===== src/design/assert_macros.svh =====
// assertion macros for the coupling-rate unit
`ifndef ASSERT_MACROS_SVH
`define ASSERT_MACROS_SVH
`ifndef ASSERT_OFF
`define ASSERT_IMP(lbl, clk, rst, ante, cons) \
  lbl: assert property (@(posedge clk) disable iff (rst) (ante) |-> (cons)) \
    else $error("%m: implication failed");
`define ASSERT_NXT(lbl, clk, rst, ante, cons) \
  lbl: assert property (@(posedge clk) disable iff (rst) (ante) |=> (cons)) \
    else $error("%m: next-cycle check failed");
`else
`define ASSERT_IMP(lbl, clk, rst, ante, cons)
`define ASSERT_NXT(lbl, clk, rst, ante, cons)
`endif
`endif


===== src/design/kcr_pkg.sv =====
// shared types and constants for the coupling-rate unit
package kcr_pkg;

  localparam int MAX_OSC_DEF = 64;
  localparam int CNT_W = 7;
  localparam int SUM_W = 39;
  localparam int MAG_W = 38;
  localparam int PROD_W = 54;
  localparam int MUL_W = 17;

  localparam logic [MUL_W-1:0] SIN_C1 = 17'd102944;
  localparam logic [MUL_W-1:0] SIN_C3 = 17'd42334;
  localparam logic [MUL_W-1:0] SIN_C5 = 17'd5223;
  localparam logic [MUL_W-1:0] SIN_C7 = 17'd307;

  localparam logic [1:0] REQ_PHASE = 2'd0;
  localparam logic [1:0] REQ_LINK = 2'd1;
  localparam logic [1:0] REQ_QUERY = 2'd2;
  localparam logic [1:0] REQ_RESERVED = 2'd3;

  localparam logic [1:0] CFG_OSC_COUNT = 2'd0;
  localparam logic [1:0] CFG_STRENGTH = 2'd1;
  localparam logic [1:0] CFG_WEIGHTED = 2'd2;

  typedef struct packed {
    logic [1:0] req_type;
    logic [5:0] osc_index;
    logic [5:0] peer_index;
    logic [15:0] phase_value;
    logic connected;
    logic [15:0] link_weight;
    logic [15:0] query_phase;
  } item_t;

  typedef struct packed {
    logic signed [24:0] rate;
    logic [6:0] neighbour_total;
  } result_t;

  typedef struct packed {
    logic start;
    logic [PROD_W-1:0] dividend;
    logic [CNT_W-1:0] divisor;
  } div_req_t;

  typedef struct packed {
    logic done;
    logic [PROD_W-1:0] quotient;
  } div_rsp_t;

endpackage


===== src/design/kcr_div.sv =====
// bit-serial restoring divider, one quotient bit per cycle
module kcr_div (
  input  logic clk,
  input  logic rst,
  input  kcr_pkg::div_req_t req,
  output kcr_pkg::div_rsp_t rsp
);

  localparam int PW = kcr_pkg::PROD_W;
  localparam int CW = kcr_pkg::CNT_W;
  localparam int IW = $clog2(PW);

  logic [PW-1:0] dvd;
  logic [CW-1:0] rem;
  logic [CW-1:0] dvs;
  logic [IW-1:0] cnt;
  logic run;
  logic done_q;
  logic [CW:0] rem_sh;
  logic [CW:0] rem_sub;

  assign rem_sh = {rem, dvd[PW-1]};
  assign rem_sub = rem_sh - {1'b0, dvs};

  always_ff @(posedge clk) begin
    if (rst) begin
      run <= 1'b0;
      done_q <= 1'b0;
    end else begin
      done_q <= 1'b0;
      if (req.start) begin
        run <= 1'b1;
        dvd <= req.dividend;
        dvs <= req.divisor;
        rem <= '0;
        cnt <= IW'(PW - 1);
      end else if (run) begin
        if (rem_sh >= {1'b0, dvs}) begin
          rem <= rem_sub[CW-1:0];
          dvd <= {dvd[PW-2:0], 1'b1};
        end else begin
          rem <= rem_sh[CW-1:0];
          dvd <= {dvd[PW-2:0], 1'b0};
        end
        if (cnt == '0) begin
          run <= 1'b0;
          done_q <= 1'b1;
        end
        cnt <= cnt - 1'b1;
      end
    end
  end

  assign rsp.done = done_q;
  assign rsp.quotient = dvd;

endmodule

===== config.mk =====
export PLATFORM = sky130hd
export DESIGN_NAME = kcr_div
export DESIGN_NICKNAME = d
export VERILOG_FILES = /design/src/design/assert_macros.svh /design/src/design/kcr_pkg.sv /design/src/design/kcr_div.sv
export SDC_FILE = /design/constraint.sdc
export NUM_CORES = 1
export LEC_CHECK = 0
export ABC_CLOCK_PERIOD_IN_PS = 4100
export BUFFER_PORTS_ARGS = -buffer_cell sky130_fd_sc_hd__buf_2
export CORE_MARGIN = 2
export CORE_UTILIZATION = 35
export CTS_BUF_LIST = sky130_fd_sc_hd__clkbuf_16
export CTS_CLUSTER_DIAMETER = 30
export DETAILED_ROUTE_END_ITERATION = 8
export PLACE_DENSITY_LB_ADDON = 0.25
export SLEW_MARGIN = 20
export SYNTH_ARGS = -nofsm -noshare
export SYNTH_HDL_FRONTEND = slang
export SYNTH_SLANG_ARGS = --single-unit
export TNS_END_PERCENT = 5

===== constraint.sdc =====
create_clock -name clk -period 4.1 [get_ports clk]
set_clock_uncertainty 0.05 [all_clocks]
set_input_delay 0.205 -clock clk [delete_from_list [all_inputs] [get_ports clk]]
set_output_delay 0.205 -clock clk [all_outputs]
set_load 0.01 [all_outputs]

Yosys cells after proc, flatten, opt, wreduce, memory -nomap -nowiden
Index checks and enable logic that the tools add are counted.
- bitwise logic cells: 2
- $lt $le $gt $ge: 1
- multiplexer cells: 10
- reduce and logical (&&, ||, !) cells: 5
- equal/unequal tests: 0
- $mul: 0
- add/sub/neg operators: 2
- shift operators: 0
- divide/modulo/power cells: 0
- operators by type and width (cell ; count):
    two-way mux 54 bit ; 2
    two-way mux 7 bit ; 2
    greater-or-equal comparator 8 x 7 -> 1 bit ; 1
    subtractor 7 bit ; 1
    zero test 6 bit ; 1
    two-way mux 6 bit ; 1
    subtractor 6 x 1 -> 6 bit, second input constant ; 1
    two-way mux 1 bit ; 5
    AND reduction 2 bit ; 2
    OR reduction 3 bit ; 1
    inverter 1 bit ; 2
    nonzero test 2 bit ; 1
- memories: 0
- register bits: 76
- bits in read-only memories: 0
- bits in writable memories: 0
- input port bits: 64
- bits in latches: 0
- word-level logic and storage cells: 26

Logic depth before layout (Yosys ltp)
Gate-level depths: netlist of run 1.
- depth after elaboration: 4
- gate-level depth with buffers: 8
- depth with buffers taken out: 8

Worst setup path after synthesis of run 1
OpenSTA, ideal clock, no wires.
- path type: input -> register
- from: input req[61] in the netlist's numbering
- to: register cnt[0] (enable)
- path slack: 0.237 ns
- library setup time: 0.494 ns
- stages on the path: 4
- arrival: 3.320 ns
- path through: buf_6 buf_6 nor2_1 nor2_1
- word-level cells in the longest chain between the ends: 2
- ends and longest elaborated chain (what ; line ; RTL):
    start: declaration ; kcr_div.sv:5 ; input kcr_pkg::div_req_t req,
    nonzero test 2 bit (no source line) ; -- ;
    AND reduction 2 bit (no source line) ; -- ;
    end signal: assignment ; kcr_div.sv:36 ; cnt <= IW'(PW - 1);
    end signal: assignment ; kcr_div.sv:49 ; cnt <= cnt - 1'b1;
    end: declaration ; kcr_div.sv:16 ; logic [IW-1:0] cnt;
No other way between the ends.
A chain may end at the register's enable or synchronous reset.

Worst setup path in the final report of run 1
- from: register dvd[53]
- to: register rem[6] (data pin)
- word-level cells in the longest chain between the ends: 3
- ends and longest elaborated chain (what ; line ; RTL):
    start: declaration ; kcr_div.sv:13 ; logic [PW-1:0] dvd;
    start signal: assignment ; kcr_div.sv:33 ; dvd <= req.dividend;
    start signal: assignment ; kcr_div.sv:40 ; dvd <= {dvd[PW-2:0], 1'b1};
    start signal: assignment ; kcr_div.sv:43 ; dvd <= {dvd[PW-2:0], 1'b0};
    subtractor 7 bit / greater-or-equal comparator 8 x 7 -> 1 bit (equally long branches) ; kcr_div.sv:23, kcr_div.sv:38 ;
    two-way mux 7 bit (*) ; kcr_div.sv:38 ; if (rem_sh >= {1'b0, dvs}) begin
    two-way mux 7 bit (*) ; kcr_div.sv:37 ; end else if (run) begin
    end signal: assignment ; kcr_div.sv:39 ; rem <= rem_sub[CW-1:0];
    end signal: assignment ; kcr_div.sv:42 ; rem <= rem_sh[CW-1:0];
    end: declaration ; kcr_div.sv:14 ; logic [CW-1:0] rem;
Mark *: on every way between the ends. The rest lies on a longest branch, timed or not. The select of a mux whose other input is x is not followed.

==> run summary, run 1 <==
Status -> completed
Final setup viols -> 0
H-tree levels -> 3
Overall power -> 0.00206 W
I/O Buffers -> 118
Clock Latency Late Sink -> 0.33 ns
Syn Nets -> 315
Vias -> 2422
Final Hold Violating Endpoints -> 0
EDFF count, synth -> 74
Largest net degree at the start of global routing -> 65
DR WL/cell -> 14.6 um
Critical Path Fanout Max -> 7
DRT iter0 DRCs -> 106
Ys async rst share -> 0%
# DRC -> 0
GRT busiest layer -> met2
Synth cell types -> 42
F_max -> 458 MHz
R2R cell count -> 8
Synth area leaders -> edfxtp_1 (61%), mux2_2 (17%), ha_1 (3.1%)
CTS tree -> done
Hold endpoint -> dvs[5]
Initial cell density of the core -> 35.5%
Clock buffer depth -> 2
HP Class -> in2reg
FF+latch count, synth -> 76
Die outline height -> 106 um
Pwr dens -> 439 nW/um2
Critical Path RT -> 4.22 ns
Register area share after synthesis -> 62.6%
Final #Nets -> 443
GRT met3 Usage -> 6.68%
Unrepaired setup endpoints after global routing -> false
R2r startpoint -> dvd[53]
R2R Setup Slk -> 1.92 ns
Met2 Usage GRT -> 21.2%
Final GP Congestion -> 0.748
Vias per cell -> 4.74
Leakage power -> 1.88 nW
Period minus WS final -> 2.18 ns
Overflow after GRT -> 0
Rel. slew slack -> 38.2%
Clock transition at path regs -> 0.05 ns
Max-cap violations -> 0
Hpwl dp -> 5.39 mm
Hold Crit Start -> req[5]
Routing usage on met1 -> 17.6%
Final Core Density -> 46.2%
Reg2Reg Capture Point -> rem[6]
Max Slew Vio Count -> 0
Overall Global Routing Usage -> 14.1%
Initial antenna violation count -> 1
Die width -> 106 um
Leading area contributor after synthesis -> edfxtp_1
CP startpoint -> dvd[53]
Worst IR Drop VDD -> 0.000337 V
Setup Crit Path Kind -> reg2reg
CORE AREA -> 10200 um2
Critical Path End Type -> flop
Num CTS Buffers -> 9
Share of cells above drive strength 1 -> 52.7%
Hold depth -> 1
CTS Sinks -> 76
Syn Inst Count -> 241
Row count -> 37
I/O pin cnt -> 119
Root cell of the clock tree -> clkbuf_16
Vias in the first global route -> 2432
Synthesis-to-finish area growth -> 30.2%
Top_reg_cell synth -> edfxtp_1
Setup TNS -> 0 ns
Period utilization -> 53.3%
Arr. time, crit path -> 2.30 ns
Yosys top cell area share -> 61.5%
Placed Cells incl. Taps -> 489
Yosys warnings -> 0
Mapped Area -> 3610 um2
Slew @ Worst Pin -> 0.924 ns
Final non-filler cell total -> 511
Die ar. -> 11200 um2
Post-route ant nets -> 0
First-pass GRT wire length -> 12.0 mm
Final wirelength -> 7.47 mm
Avg Inst Size Synth -> 15.0 um2
Drt first pass iters -> 4
Crit start category -> flop
where the power goes:
part           switching [W]  internal (W)  leakage [nW]
clock network       0.000286      0.000524         0.149
registers          0.0000273      0.000923         0.718
logic               0.000156      0.000147          1.02
layer usage:
metal  vias to the layer above  wire length (um)
met5                         -                 0
met4                         0               117
met3                        10               695
met2                        91              3430
met1                      1153              3230
li1                       1168                 -
metrics by stage:
step           hold WS (ns)  setup slack, ns  cell area [um2]
3_3_place_gp          0.336             1.92             4350
2_1_floorplan         0.233            0.237             3610
5_1_grt             0.00574             1.76             4700
4_1_cts            0.000518             1.92             4700
3_5_place_dp          0.333             1.85             4350
6_report             0.0149             1.92             4710
area by class of cell:
type	instances	area (um2)
fill	950	5480
inverter	13	48.8
antenna	1	2.50
clock inverter	7	82.6
sequential	76	2260
tap	136	170
timing repair buffer	126	663
clock buffer	9	225
multi-input combinational	143	1250
sequential cells by signal, indices dropped and copies added, names as in the netlist:
signal,flops
dvd,54
dvs,7
rem,7
cnt,6
done_q,1
run,1
cell usage after synthesis (2+ instances only):
cell       n
and3_1     2
nor3_1     4
xnor2_1    4
nand2_1    6
a21oi_1   10
buf_6      2
o21ai_1    3
ha_1       9
a211oi_2   2
o21ai_0    5
mux2i_1    2
buf_2      5
o21a_1     2
edfxtp_1  74
inv_1     12
nor2b_1    2
dfxtp_1    2
nor2_1    13
nand2b_1   2
nand3_1    5
o22ai_1    2
mux2_2    53
worst max path at each step:
stage                   to  slack (ns)  depth (start not counted)
finish              rem[6]        1.92                          8
CTS                 rem[6]        1.92                          8
floorplan           cnt[0]        0.24                          4
detailed placement  dvs[4]        1.85                          4
global placement    dvs[4]        1.92                          4
global route        rem[6]        1.76                          8
worst max-delay path: stages (launching register included):
cell	delay [ns]
edfxtp_1	0.38
inv_1	0.06
ha_1	0.21
fa_1	0.40
nand2b_1	0.19
o2bb2ai_2	0.17
a31oi_4	0.25
o22ai_1	0.14
a21oi_1	0.17
layout by cell type, fill, tap and decap left out, types with 2 or more instances in the layout:
cell / n
nor2_1: 12
dfxtp_1: 2
bufinv_16: 2
clkinv_1: 3
and3_1: 2
o21a_1: 2
o22ai_1: 2
o21ai_0: 5
nand2_1: 6
a21oi_1: 10
inv_1: 13
mux2_2: 53
a211oi_2: 2
edfxtp_1: 74
xnor2_1: 4
nand2b_1: 2
mux2i_1: 2
nor3_1: 4
ha_1: 9
buf_4: 3
clkbuf_16: 9
nand3_1: 5
nor2b_1: 2
o21ai_1: 3
buf_2: 118
dlygate4sd3_1: 5
kinds of logic after synthesis:
logic type	after synthesis	synth area share (%)
DFF	76	62.6
and+or+nand+nor	41	5.75
xor gates and xnor gates	4	0.969
muxes	56	17.5
adders and majority gates	10	3.67
AOI/OAI and AO/OA	32	6.54
buffers and inverters	22	2.98
timing repair:
item | 4_1_cts | 5_1_grt
resized for setup | 0 | 0
hold buffers | 5 | 0
buffers inserted | 0 | 0
endpoints found under the hold margin | 5 | 0
No activity file was read; power rests on OpenSTA's default activity.
==> run 2: changes to the inputs <==
ABC_CLOCK_PERIOD_IN_PS = 1980   (was 4100)
clock period = 1.98 ns   (was 4.1 ns; I/O delays follow)
==> run summary, run 2 (synthesis gave the netlist of run 1 again) <==
Period utilization -> 104% (was 53.3%)
Filler cell count -> 936 (was 950)
Root cell of the clock tree -> clkbuf_16 (unchanged)
Final Hold Violating Endpoints -> 0 (unchanged)
Critical Path RT -> 2.10 ns (was 4.22 ns)
Die ar. -> 11200 um2 (unchanged)
Die width -> 106 um (unchanged)
H-tree levels -> 3 (unchanged)
Hpwl dp -> 5.41 mm (was 5.39 mm)
Final setup margin -> -0.0695 ns (was 1.92 ns)
CTS tree -> done (unchanged)
Slew @ Worst Pin -> 0.375 ns (was 0.924 ns)
Multi-input logic area -> 1310 um2 (was 1250 um2)
Clock transition at path regs -> 0.06 ns (was 0.05 ns)
F_max -> 488 MHz (was 458 MHz)
Post-route ant nets -> 0 (unchanged)
Share of cells above drive strength 1 -> 56.7% (was 52.7%)
Max Slew Vio Count -> 0 (unchanged)
Int Power -> 0.00325 W (was 0.00159 W)
Logic gate share of total power -> 16.6% (was 14.7%)
Clock buffer depth -> 2 (unchanged)
Largest register by flop count -> dvd (unchanged)
Worst IR Drop VDD -> 0.000333 V (was 0.000337 V)
HP Class -> in2reg (unchanged)
Vias per cell -> 4.71 (was 4.74)
Pwr dens -> 881 nW/um2 (was 439 nW/um2)
Synthesis-to-finish area growth -> 35.4% (was 30.2%)
CTS Sinks -> 76 (unchanged)
I/O Buffers -> 118 (unchanged)
Final setup viols -> 8 (was 0)
First-pass GRT wire length -> 12.3 mm (was 12.0 mm)
Initial antenna violation count -> 1 (unchanged)
CORE AREA -> 10200 um2 (unchanged)
Number of flip-flops in the largest register -> 54 (unchanged)
Initial cell density of the core -> 35.5% (unchanged)
Period minus WS final -> 2.05 ns (was 2.18 ns)
Unrepaired setup endpoints after global routing -> true (was false)
Rel. slew slack -> 74.8% (was 38.2%)
Switching part of the total -> 24.6% (was 22.8%)
Die outline height -> 106 um (unchanged)
Arr. time, crit path -> 2.17 ns (was 2.30 ns)
Clock Latency Late Sink -> 0.33 ns (about the same)
Most frequent cells in the layout -> buf_2 (118), edfxtp_1 (74), mux2_2 (53) (unchanged)
Num CTS Buffers -> 9 (unchanged)
Reg power frac -> 45.6% (was 46.1%)
Final #Nets -> 457 (was 443)
I/O pin cnt -> 119 (unchanged)
Overall Global Routing Usage -> 14.0% (was 14.1%)
Switching Power -> 0.00106 W (was 0.000469 W)
Crit start category -> flop (unchanged)
DR WL/cell -> 14.6 um (about the same)
Final GP Congestion -> 0.799 (was 0.748)
Setup Crit Path Kind -> reg2reg (unchanged)
Drt first pass iters -> 4 (unchanged)
Seq. cell area -> 2260 um2 (unchanged)
Max-cap violations -> 0 (unchanged)
# DRC -> 0 (unchanged)
Failing checks -> negative setup slack
Most common cell after layout, fill and taps aside -> buf_2 (unchanged)
Overflow after GRT -> 0 (unchanged)
Row count -> 37 (unchanged)
Final Core Density -> 48.0% (was 46.2%)
Leakage power -> 1.97 nW (was 1.88 nW)
Pre-CTS setup slack -> -0.128 ns (was 1.85 ns)
Status -> finished with violations (was completed)
Largest net degree at the start of global routing -> 47 (was 65)
Final wirelength -> 7.66 mm (was 7.47 mm)
Vias in the first global route -> 2582 (was 2432)
Largest regs -> dvd (54), dvs (7), rem (7) (unchanged)
DRT iter0 DRCs -> 53 (was 106)
Critical Path Fanout Max -> 7 (unchanged)
Power share of the clock group -> 37.8% (was 39.2%)
Critical Path End Type -> flop (unchanged)
Vias -> 2473 (was 2422)
run 2: worst paths after layout:
check             startpoint  slack, ns  cells after the start  endpoint
hold / removal       req[46]       0.02                      2   dvd[39]
setup reg to reg     dvd[53]      -0.07                      8    rem[0]
hold reg to reg          run       0.46                      1    done_q
setup / recovery     dvd[53]      -0.07                      8    rem[0]
run 2: critical path: stages (launching register included):
cell,delay (ns)
edfxtp_1,0.35
inv_1,0.06
ha_2,0.19
fa_2,0.35
nand2b_4,0.17
o2bb2ai_4,0.16
a31oi_4,0.30
nor3_2,0.09
a211oi_2,0.19
run 2: stage by stage:
stage	TNS, ns	instance area (um2)	instances	hold slack [ns]	total power (W)
final	-0.334	4890	525	0.0175	0.00431
after floorplan	-0.657	3620	241	0.127	0.00241
after global placement	-0.268	4450	499	0.228	0.00265
after global routing	-0.934	4890	524	0.0128	0.00449
after detailed placement	-0.820	4450	499	0.227	0.00267
after CTS	-0.294	4860	523	0.00614	0.00434
run 2: power by group through the flow:
stage	combinational [W]	sequential (W)	clock, W
2_1_floorplan	0.000385	0.00203	0
3_3_place_gp	0.000659	0.00199	0
3_5_place_dp	0.000670	0.00200	0
4_1_cts	0.000703	0.00197	0.00167
5_1_grt	0.000783	0.00198	0.00173
6_report	0.000718	0.00196	0.00163
run 2: per-layer routing:
metal / part of all wire, % / GRT usage, %
met1: 45 / 18.1
met2: 46 / 21.9
met3: 8.3 / 5.32
met4: 0.85 / 4.51
met5: 0 / 0
run 2: final cells by class:
class | instances | area share (%)
timing repair buffer | 140 | 16.4
sequential | 76 | 46.3
inverter | 13 | 0.998
tap | 136 | 3.48
antenna | 1 | 0.0512
clock inverter | 7 | 1.53
multi-input combinational | 143 | 26.7
clock buffer | 9 | 4.60
run 2: timing repair:
| action | CTS | global route |
|---|---|---|
| gates resized for setup | 6 | 4 |
| pin swaps | 5 | 3 |
| endpoints found under the hold margin | 8 | 0 |
| hold buffers | 8 | 0 |
| setup endpoints to repair | 8 | 8 |
| buffers inserted | 0 | 1 |
